`src/design/height_to_normal_map_stencil_core_assert.svh`:
```
// ---------------------------------------------------------------------------
// Assertion macros for the height-to-normal-map stencil core
// Concurrent checks that are compiled for simulation and vanish in synthesis.
// ---------------------------------------------------------------------------
`ifndef HEIGHT_TO_NORMAL_MAP_STENCIL_CORE_ASSERT_SVH
`define HEIGHT_TO_NORMAL_MAP_STENCIL_CORE_ASSERT_SVH
`ifndef SYNTHESIS
// Check that is switched off while the reset is applied.
`define H2NM_ASSERT(lbl, clk, rstn, prop, msg) \
  lbl: assert property (@(posedge clk) disable iff (!rstn) (prop)) else $error(msg);
// Check that holds on every clock edge, reset included.
`define H2NM_ASSERT_NORST(lbl, clk, prop, msg) \
  lbl: assert property (@(posedge clk) (prop)) else $error(msg);
`else
`define H2NM_ASSERT(lbl, clk, rstn, prop, msg)
`define H2NM_ASSERT_NORST(lbl, clk, prop, msg)
`endif
`endif

```
`src/design/h2nm_pkg.sv`:
```
// ---------------------------------------------------------------------------
// h2nm_pkg
// Shared widths, constants and types of the height-to-normal-map stencil.
// ---------------------------------------------------------------------------
`timescale 1ns / 1ps
`default_nettype none

package h2nm_pkg;

  // Field and register widths.
  localparam int PIX_W      = 8;
  localparam int IMG_W_W    = 11;
  localparam int IMG_H_W    = 16;
  localparam int CFG_DATA_W = 16;
  localparam int CFG_IDX_W  = 1;

  // Register reset values.
  localparam logic [IMG_W_W-1:0] IMG_W_RESET = 11'd256;
  localparam logic [IMG_H_W-1:0] IMG_H_RESET = 16'd256;

  // The z channel is always saturated.
  localparam logic [PIX_W-1:0] NORMAL_Z = 8'hFF;

  // Queue between the front and the back part.
  localparam int Q_DEPTH = 4;
  localparam int Q_PTR_W = 2;
  localparam int Q_LVL_W = 3;

  // Configuration register indexes.
  typedef enum logic [CFG_IDX_W-1:0] {
    CFG_IMAGE_WIDTH  = 1'b0,
    CFG_IMAGE_HEIGHT = 1'b1
  } h2nm_cfg_e;

  // Stencil operands of one output word.
  typedef struct packed {
    logic [PIX_W-1:0] left;
    logic [PIX_W-1:0] right;
    logic [PIX_W-1:0] up;
    logic [PIX_W-1:0] down;
    logic             frame_end;
  } h2nm_op_t;

  // Push request from the front part into the queue.
  typedef struct packed {
    logic     valid;
    h2nm_op_t op;
  } h2nm_push_t;

endpackage

`default_nettype wire

```
`src/design/h2nm_back.sv`:
```
// ---------------------------------------------------------------------------
// h2nm_back
// Operand queue, clamped central differences and the output register.
// ---------------------------------------------------------------------------
`timescale 1ns / 1ps
`default_nettype none
`include "height_to_normal_map_stencil_core_assert.svh"

module h2nm_back import h2nm_pkg::*; (
  input  wire logic        clk_i,
  input  wire logic        rst_ni,
  input  wire h2nm_push_t  push_i,
  output logic             q_room_o,
  output logic             out_valid_o,
  input  wire logic        out_stall_i,
  output logic [PIX_W-1:0] normal_x_o,
  output logic [PIX_W-1:0] normal_y_o,
  output logic [PIX_W-1:0] normal_z_o,
  output logic             frame_end_o
);

  // Twice the positive difference, saturated at full scale.
  function automatic logic [PIX_W-1:0] clamp_diff(input logic [PIX_W-1:0] a,
                                                  input logic [PIX_W-1:0] b);
    logic [PIX_W-1:0] d;
    begin
      d = a - b;
      if (a <= b) begin
        clamp_diff = '0;
      end else if (d[PIX_W-1]) begin
        clamp_diff = '1;
      end else begin
        clamp_diff = {d[PIX_W-2:0], 1'b0};
      end
    end
  endfunction

  // Operand queue.
  h2nm_op_t           q_mem_q [Q_DEPTH];
  logic [Q_PTR_W-1:0] wr_ptr_q, rd_ptr_q;
  logic [Q_LVL_W-1:0] level_q;
  logic               pop;
  logic               out_valid_q;
  h2nm_op_t           head;

  assign head     = q_mem_q[rd_ptr_q];
  assign pop      = (level_q != '0) & (~out_valid_q | ~out_stall_i);
  // One slot is kept free for the word that is still in the memory stage.
  assign q_room_o = (level_q <= Q_LVL_W'(Q_DEPTH - 2));

  always_ff @(posedge clk_i) begin
    if (push_i.valid) begin
      q_mem_q[wr_ptr_q] <= push_i.op;
    end
  end

  always_ff @(posedge clk_i or negedge rst_ni) begin
    if (!rst_ni) begin
      wr_ptr_q <= '0;
      rd_ptr_q <= '0;
      level_q  <= '0;
    end else begin
      if (push_i.valid) wr_ptr_q <= wr_ptr_q + Q_PTR_W'(1);
      if (pop)          rd_ptr_q <= rd_ptr_q + Q_PTR_W'(1);
      level_q <= level_q + Q_LVL_W'(push_i.valid) - Q_LVL_W'(pop);
    end
  end

  // Output register.
  logic [PIX_W-1:0] nx_q, ny_q;
  logic             fe_q;

  always_ff @(posedge clk_i or negedge rst_ni) begin
    if (!rst_ni) begin
      out_valid_q <= 1'b0;
    end else begin
      out_valid_q <= pop | (out_valid_q & out_stall_i);
    end
  end

  always_ff @(posedge clk_i) begin
    if (pop) begin
      nx_q <= clamp_diff(head.left, head.right);
      ny_q <= clamp_diff(head.up, head.down);
      fe_q <= head.frame_end;
    end
  end

  assign out_valid_o = out_valid_q;
  assign normal_x_o  = nx_q;
  assign normal_y_o  = ny_q;
  assign normal_z_o  = NORMAL_Z;
  assign frame_end_o = fe_q;

  // The queue never holds more words than it has slots.
  `H2NM_ASSERT_NORST(a_level_bound, clk_i, !rst_ni || level_q <= Q_LVL_W'(Q_DEPTH), "queue level overflow")
  // The stall reserve leaves a free slot for every push.
  `H2NM_ASSERT(a_push_room, clk_i, rst_ni, push_i.valid |-> level_q < Q_LVL_W'(Q_DEPTH), "push into full queue")
  // A word leaving the queue always lands in the output register.
  `H2NM_ASSERT(a_pop_lands, clk_i, rst_ni, pop |=> out_valid_q, "popped word lost")

endmodule

`default_nettype wire

```
`config.mk`:
```
export PLATFORM = sky130hd
export DESIGN_NAME = h2nm_back
export DESIGN_NICKNAME = d
export VERILOG_FILES = /design/src/design/h2nm_pkg.sv /design/src/design/h2nm_back.sv
export VERILOG_INCLUDE_DIRS = /design/src /design/src/design
export SDC_FILE = /design/constraint.sdc
export NUM_CORES = 1
export LEC_CHECK = 0
export ABC_AREA = 1
export CORE_UTILIZATION = 50
export DETAILED_ROUTE_END_ITERATION = 8
export DONT_BUFFER_PORTS = 1
export PLACE_DENSITY = 0.69
export RECOVER_POWER = 50
export SLEW_MARGIN = 20
export SYNTH_ARGS = -nofsm -noshare
export SYNTH_HDL_FRONTEND = slang
export SYNTH_SLANG_ARGS = --single-unit
```
`constraint.sdc`:
```
create_clock -name clk_i -period 2.7 [get_ports clk_i]
set_input_delay 0.135 -clock clk_i [delete_from_list [all_inputs] [get_ports clk_i]]
set_output_delay 0.135 -clock clk_i [all_outputs]
set_load 0.01 [all_outputs]
```
* Word-level counts from Yosys, hierarchy flattened
Memories as Yosys holds them, arrays and structs flattened. Index checks and enable logic that the tools add are counted.
Storage, ports and cells: bits in registers 25, bits in latches 0, bits in writable memories 132, bits in read-only memories 0, output and inout port bits 27, word-level logic and storage cells 28, memories 1
Memory list:
- q_mem_q | depth 4, bits a word 33, rd ports 1, clocked after memory_dff 0, write ports 1, line h2nm_back.sv:39 | h2nm_op_t q_mem_q [Q_DEPTH];
Operators by class: add/subtract/negate cells 6, multipliers 0, div/mod/pow operators 0, $lt $le $gt $ge 3, eq/ne operators 0, shift operators 0, mux-type cells 4, bitwise logic cells 6, reduce and logical (&&, ||, !) cells 1
Operators by type and width (number):
- 8-bit less-or-equal comparator | 2
- 8-bit 2-to-1 mux | 2
- 8-bit subtractor | 2
- 2-bit by 1-bit adder with 2-bit output, second input constant | 2
- 3-bit by 1-bit adder with 3-bit output | 1
- 3-bit by 2-bit less-or-equal comparator with 1-bit output, second input constant | 1
- 3-bit nonzero test | 1
- 3-bit by 1-bit subtractor with 3-bit output | 1
- 1-bit AND | 2
- 1-bit 2-to-1 mux | 2
- 1-bit NOT | 2
- 1-bit OR | 2

* Logic depth before layout (Yosys ltp)
depth in word-level cells 4, mapped depth 17, gate-level depth less buffers 14

* Worst setup path before layout
OpenSTA, ideal clock, no wires.
kind register to register, start register rd_ptr_q[1], end register ny_q[2] (netlist: normal_y_o[2]) (data pin), setup time 255 ps, arrival time 2153 ps, data required time 2445 ps, path slack 292 ps, cell stages (with the launch flop) 16, buffers on the path 3, clock period less this slack 2408 ps, cell sequence dfrtp_1 buf_2 inv_2 buf_2 buf_2 o21ai_0 o22ai_1 ha_1 inv_1 fa_1 nand2_1 nand2_1 nand3_1 a21oi_2 nand2_2 nand2_1
Between the ends: word-level cells in the longest chain between the ends 3, elaborated cells on any way between the ends 4, classes of those cells add/sub (1); order compare (1); mux (1); memory (1)
RTL lines:
- from (decl) | line h2nm_back.sv:40 | logic [Q_PTR_W-1:0] wr_ptr_q, rd_ptr_q;
- from (signal assigned) | line h2nm_back.sv:64 | if (pop) rd_ptr_q <= rd_ptr_q + Q_PTR_W'(1);
- memory 4 x 33 bit (*)
- 8-bit subtractor | line h2nm_back.sv:27 | d = a - b;
- 8-bit 2-to-1 mux | line h2nm_back.sv:30 | end else if (d[PIX_W-1]) begin
- to (signal assigned) | line h2nm_back.sv:84 | ny_q <= clamp_diff(head.up, head.down);
- to (decl) | line h2nm_back.sv:70 | logic [PIX_W-1:0] nx_q, ny_q;
Mark *: on every way between the ends. The rest lies on a longest branch, timed or not. A chain may end at the register's enable or synchronous reset.

* Final worst setup path
start register rd_ptr_q[0], end register nx_q[2] (netlist: normal_x_o[2]) (data pin)
Between the ends: word-level cells in the longest chain between the ends 3, elaborated cells on any way between the ends 4, classes of those cells add/sub (1); order compare (1); mux (1); memory (1)
RTL lines:
- memory 4 x 33 bit (*)
- 8-bit subtractor | line h2nm_back.sv:27
- 8-bit 2-to-1 mux | line h2nm_back.sv:30
- to (signal assigned) | line h2nm_back.sv:83 | nx_q <= clamp_diff(head.left, head.right);
- to (decl) | line h2nm_back.sv:70
Marked as above.

==> impl_metrics.csv <==
group,metric,value,unit
synthesis,ys_seq_elements,157,
floorplanning,initial_core_util,51.67,%
final_layout,n_fill_cell,1029,
clocking,clockBufferDepth,2,
flow_run,maxCapViolCount,0,
worst_setup_path,cpLargestDelayFamily,"simple AND/OR/NAND/NOR gates",
routing,drtPass1Iterations,5,
worst_setup_path,worstSetupStartpointType,"flop",
final_layout,drive_gt1_share,10.00,%
routing,viasPerCell,5.359,
clocking,cts_buffers,17,
routing,drt-met1-wl,5.883,mm
worst_setup_path,cpMaxStageDelayCell,"dfrtp_2",
global_route,grt_first_pass_wirelength,21.91,mm
timing,worstMarginPinSlew,1.157,ns
routing,routedWlPerCell,16.57,µm
floorplanning,die_y,119.2,µm
routing,num_vias,4319,
routing,ant_nets,0,
clocking,clock_latency,0.43,ns
worst_setup_path,r2r_slack,0.20,ns
worst_hold_path,hold_class,"input pin to async pin",
routing,highest_layer,"met4",
timing,fmax,399.3,MHz
worst_setup_path,max_stage_delay,0.43,ns
synthesis,syn_area,6869,µm²
global_route,grt_max_degree,49,
global_route,grt_use_total,20.63,%
timing,final.setup.tns,0,ns
global_route,antenna_found_initial,0,
synthesis,synth_flop_cell,"edfxtp_1",
worst_setup_path,worst_setup_path_end_kind,"flop",
final_layout,n_antenna_cell,0,
floorplanning,ios,64,
synthesis,seq_area_frac_synth,68.05,%
global_route,overflow,0,
routing,wl_met2,6.443,mm
final_layout,multiInputGateArea,1899,µm²
placement,place.gp.congestion,0.8410,
final_layout,fin_nets,680,
timing,hold_violations,0,
worst_setup_path,cp_max_fo,48,
clocking,h-tree-depth,4,
routing,drc_errors,0,
synthesis,synth_cells,568,
floorplanning,dieArea,14210,µm²
clocking,post_cts_resized,0,
clocking,clk_transition_reported_paths,0.06,ns
timing,grt_setup_unrepaired,"false",
synthesis,yosysWarnings,0,
timing,slew_viol_final,0,
routing,wirelength,13.36,mm
floorplanning,core_area,13300,µm²
synthesis,synth_edf_count,149,
routing,drt-initial-drc-count,281,
global_route,grt_pass1_vias,4286,
timing,fin_crit_sh,92.75,%
synthesis,yosys.cell_types.count,32,
run_status,outcome,"finished, final reports clean",
worst_setup_path,required,2.88,ns
placement,hpwl,8.502,mm
worst_setup_path,crit_top_cell,"nand2_1",
timing,setup_viol,0,
worst_setup_path,crit_cells,13,
timing,finalClockSkew,0.008409,ns
routing,wl_met3,772,µm
worst_setup_path,cp_cell_sequence,"clkinv_1, buf_12, nand2_1, a32o_1, ha_1, a21oi_1, nand2_1, nand2_1, nand2_1, nand2_1, nand2_1, nand2_4, nand2_1",
placement,io_buffers,0,
clocking,cts-root-buf,"clkbuf_16",
timing,timing.final.crit_period,2.504,ns
floorplanning,die_w,119.2,µm
synthesis,async_reset_ff_share,5.096,%
worst_setup_path,crit_type,"flop to flop",
worst_setup_path,r2r_cells,13,
clocking,cts.sink_count,157,
clocking,cts_tree,"yes",
final_layout,area_growth,18.49,%
final_layout,seq_area,4676,µm²
timing,max-slew-margin-rel,22.84,%
worst_setup_path,crit_buf_inv,2,
synthesis,syn_area_per_cell,12.09,µm²
floorplanning,placementRows,42,
worst_setup_path,cp.arrival,2.68,ns
==> metrics by stage <==
stage                     instances  area [µm²]  hold slack (ns)  setup WS (ns)  util, %
final                           806        8139          0.05034         0.1957    61.22
after global routing            806        8139          0.07790       0.008700    61.22
after CTS                       806        8143          0.04332         0.1947    61.25
after detailed placement        738        7138          -0.1604         0.2021    53.69
after global placement          738        7138          -0.1604         0.2718    53.69
after floorplan                 575        6895          -0.1606         0.2918        -
==> layout make-up <==
type | count | share of cell area, %
Inverter | 44 | 2.029
Clock buffer | 17 | 5.227
Clock inverter | 15 | 2.690
Sequential cell | 157 | 57.45
Multi-Input combinational cell | 344 | 23.34
Timing Repair Buffer | 53 | 6.564
Tap cell | 176 | 2.706
==> timing repair <==
item,CTS,global route
hold buffers,36,0
hold endpoints to repair,144,0
setup buffers,0,0
==> Yosys cell counts (2+ instances only) <==
library cell	number	area share [%]
a21oi_1	24	1.7
a32o_1	16	2.3
buf_2	11	0.80
buf_4	8	0.87
clkbuf_1	11	0.60
dfrtp_1	8	2.9
edfxtp_1	149	65
fa_1	3	0.87
ha_1	23	4.2
inv_1	41	2.2
inv_2	3	0.16
nand2_1	129	7.0
nand2_2	6	0.55
nand3_1	12	0.87
nand3b_1	2	0.22
nand4_1	3	0.27
nor2_1	44	2.4
nor3_1	2	0.15
o21ai_0	36	2.6
o22ai_1	17	1.5
or2_2	2	0.18
xnor2_1	4	0.51
xor2_1	5	0.64
==> cell families (layout without fill, tap and decap cells) <==
logic type	Yosys count	count (layout)	share of synthesized area (%)
AOI/OAI and AO/OA	98	98	8.907
xor gates and xnor gates	9	9	1.147
adders and majority gates	26	26	5.064
buffers and inverters	74	129	4.681
DFF	157	157	68.05
other	1	8	0.05459
and+or+nand+nor	203	203	12.09
==> registers in the layout, indices dropped and copies added (netlist names) <==
name,count
q_mem_q,132
normal_y_o,8
wr_ptr_q,2
frame_end_o,1
out_valid_o,1
normal_x_o,8
rd_ptr_q,2
level_q,3
==> layout by cell type (no fill, tap or decap), drive strengths merged <==
cell type    instances
nand3               13
clkinvlp             1
a32o                16
dfrtp                8
o22ai               17
nor3                 2
nand3b               2
bufinv               5
o21ai               37
xnor2                4
clkinv               8
o31ai                1
a21oi               26
fa                   3
o21bai               1
or2                  2
dlygate4sd3         36
ha                  23
conb                 8
clkbuf              18
nand2              136
nand4                3
xor2                 5
inv                 45
nor2                45
edfxtp             149
buf                 16
==> layer usage <==
| layer | vias to the layer above | global-route usage, % |
|---|---|---|
| met5 | - | 0 |
| met4 | 0 | 10.44 |
| met3 | 22 | 5.316 |
| met2 | 135 | 31.83 |
| met1 | 2075 | 27.10 |
| li1 | 2087 | - |
==> worst paths after layout <==
path / start / endpoint
max: rd_ptr_q[0] / normal_x_o[2]
min reg2reg: level_q[0] / out_valid_o
min in group clk_i: push_i[33] / q_mem_q[1][15]
max reg2reg: rd_ptr_q[0] / normal_x_o[2]
max in group asynchronous: rst_ni / rd_ptr_q[0]
min: rst_ni / out_valid_o
Power is left out: the tool's default activity adds up to more than one toggle a clock period on the data nets, which glitch-free logic cannot reach.
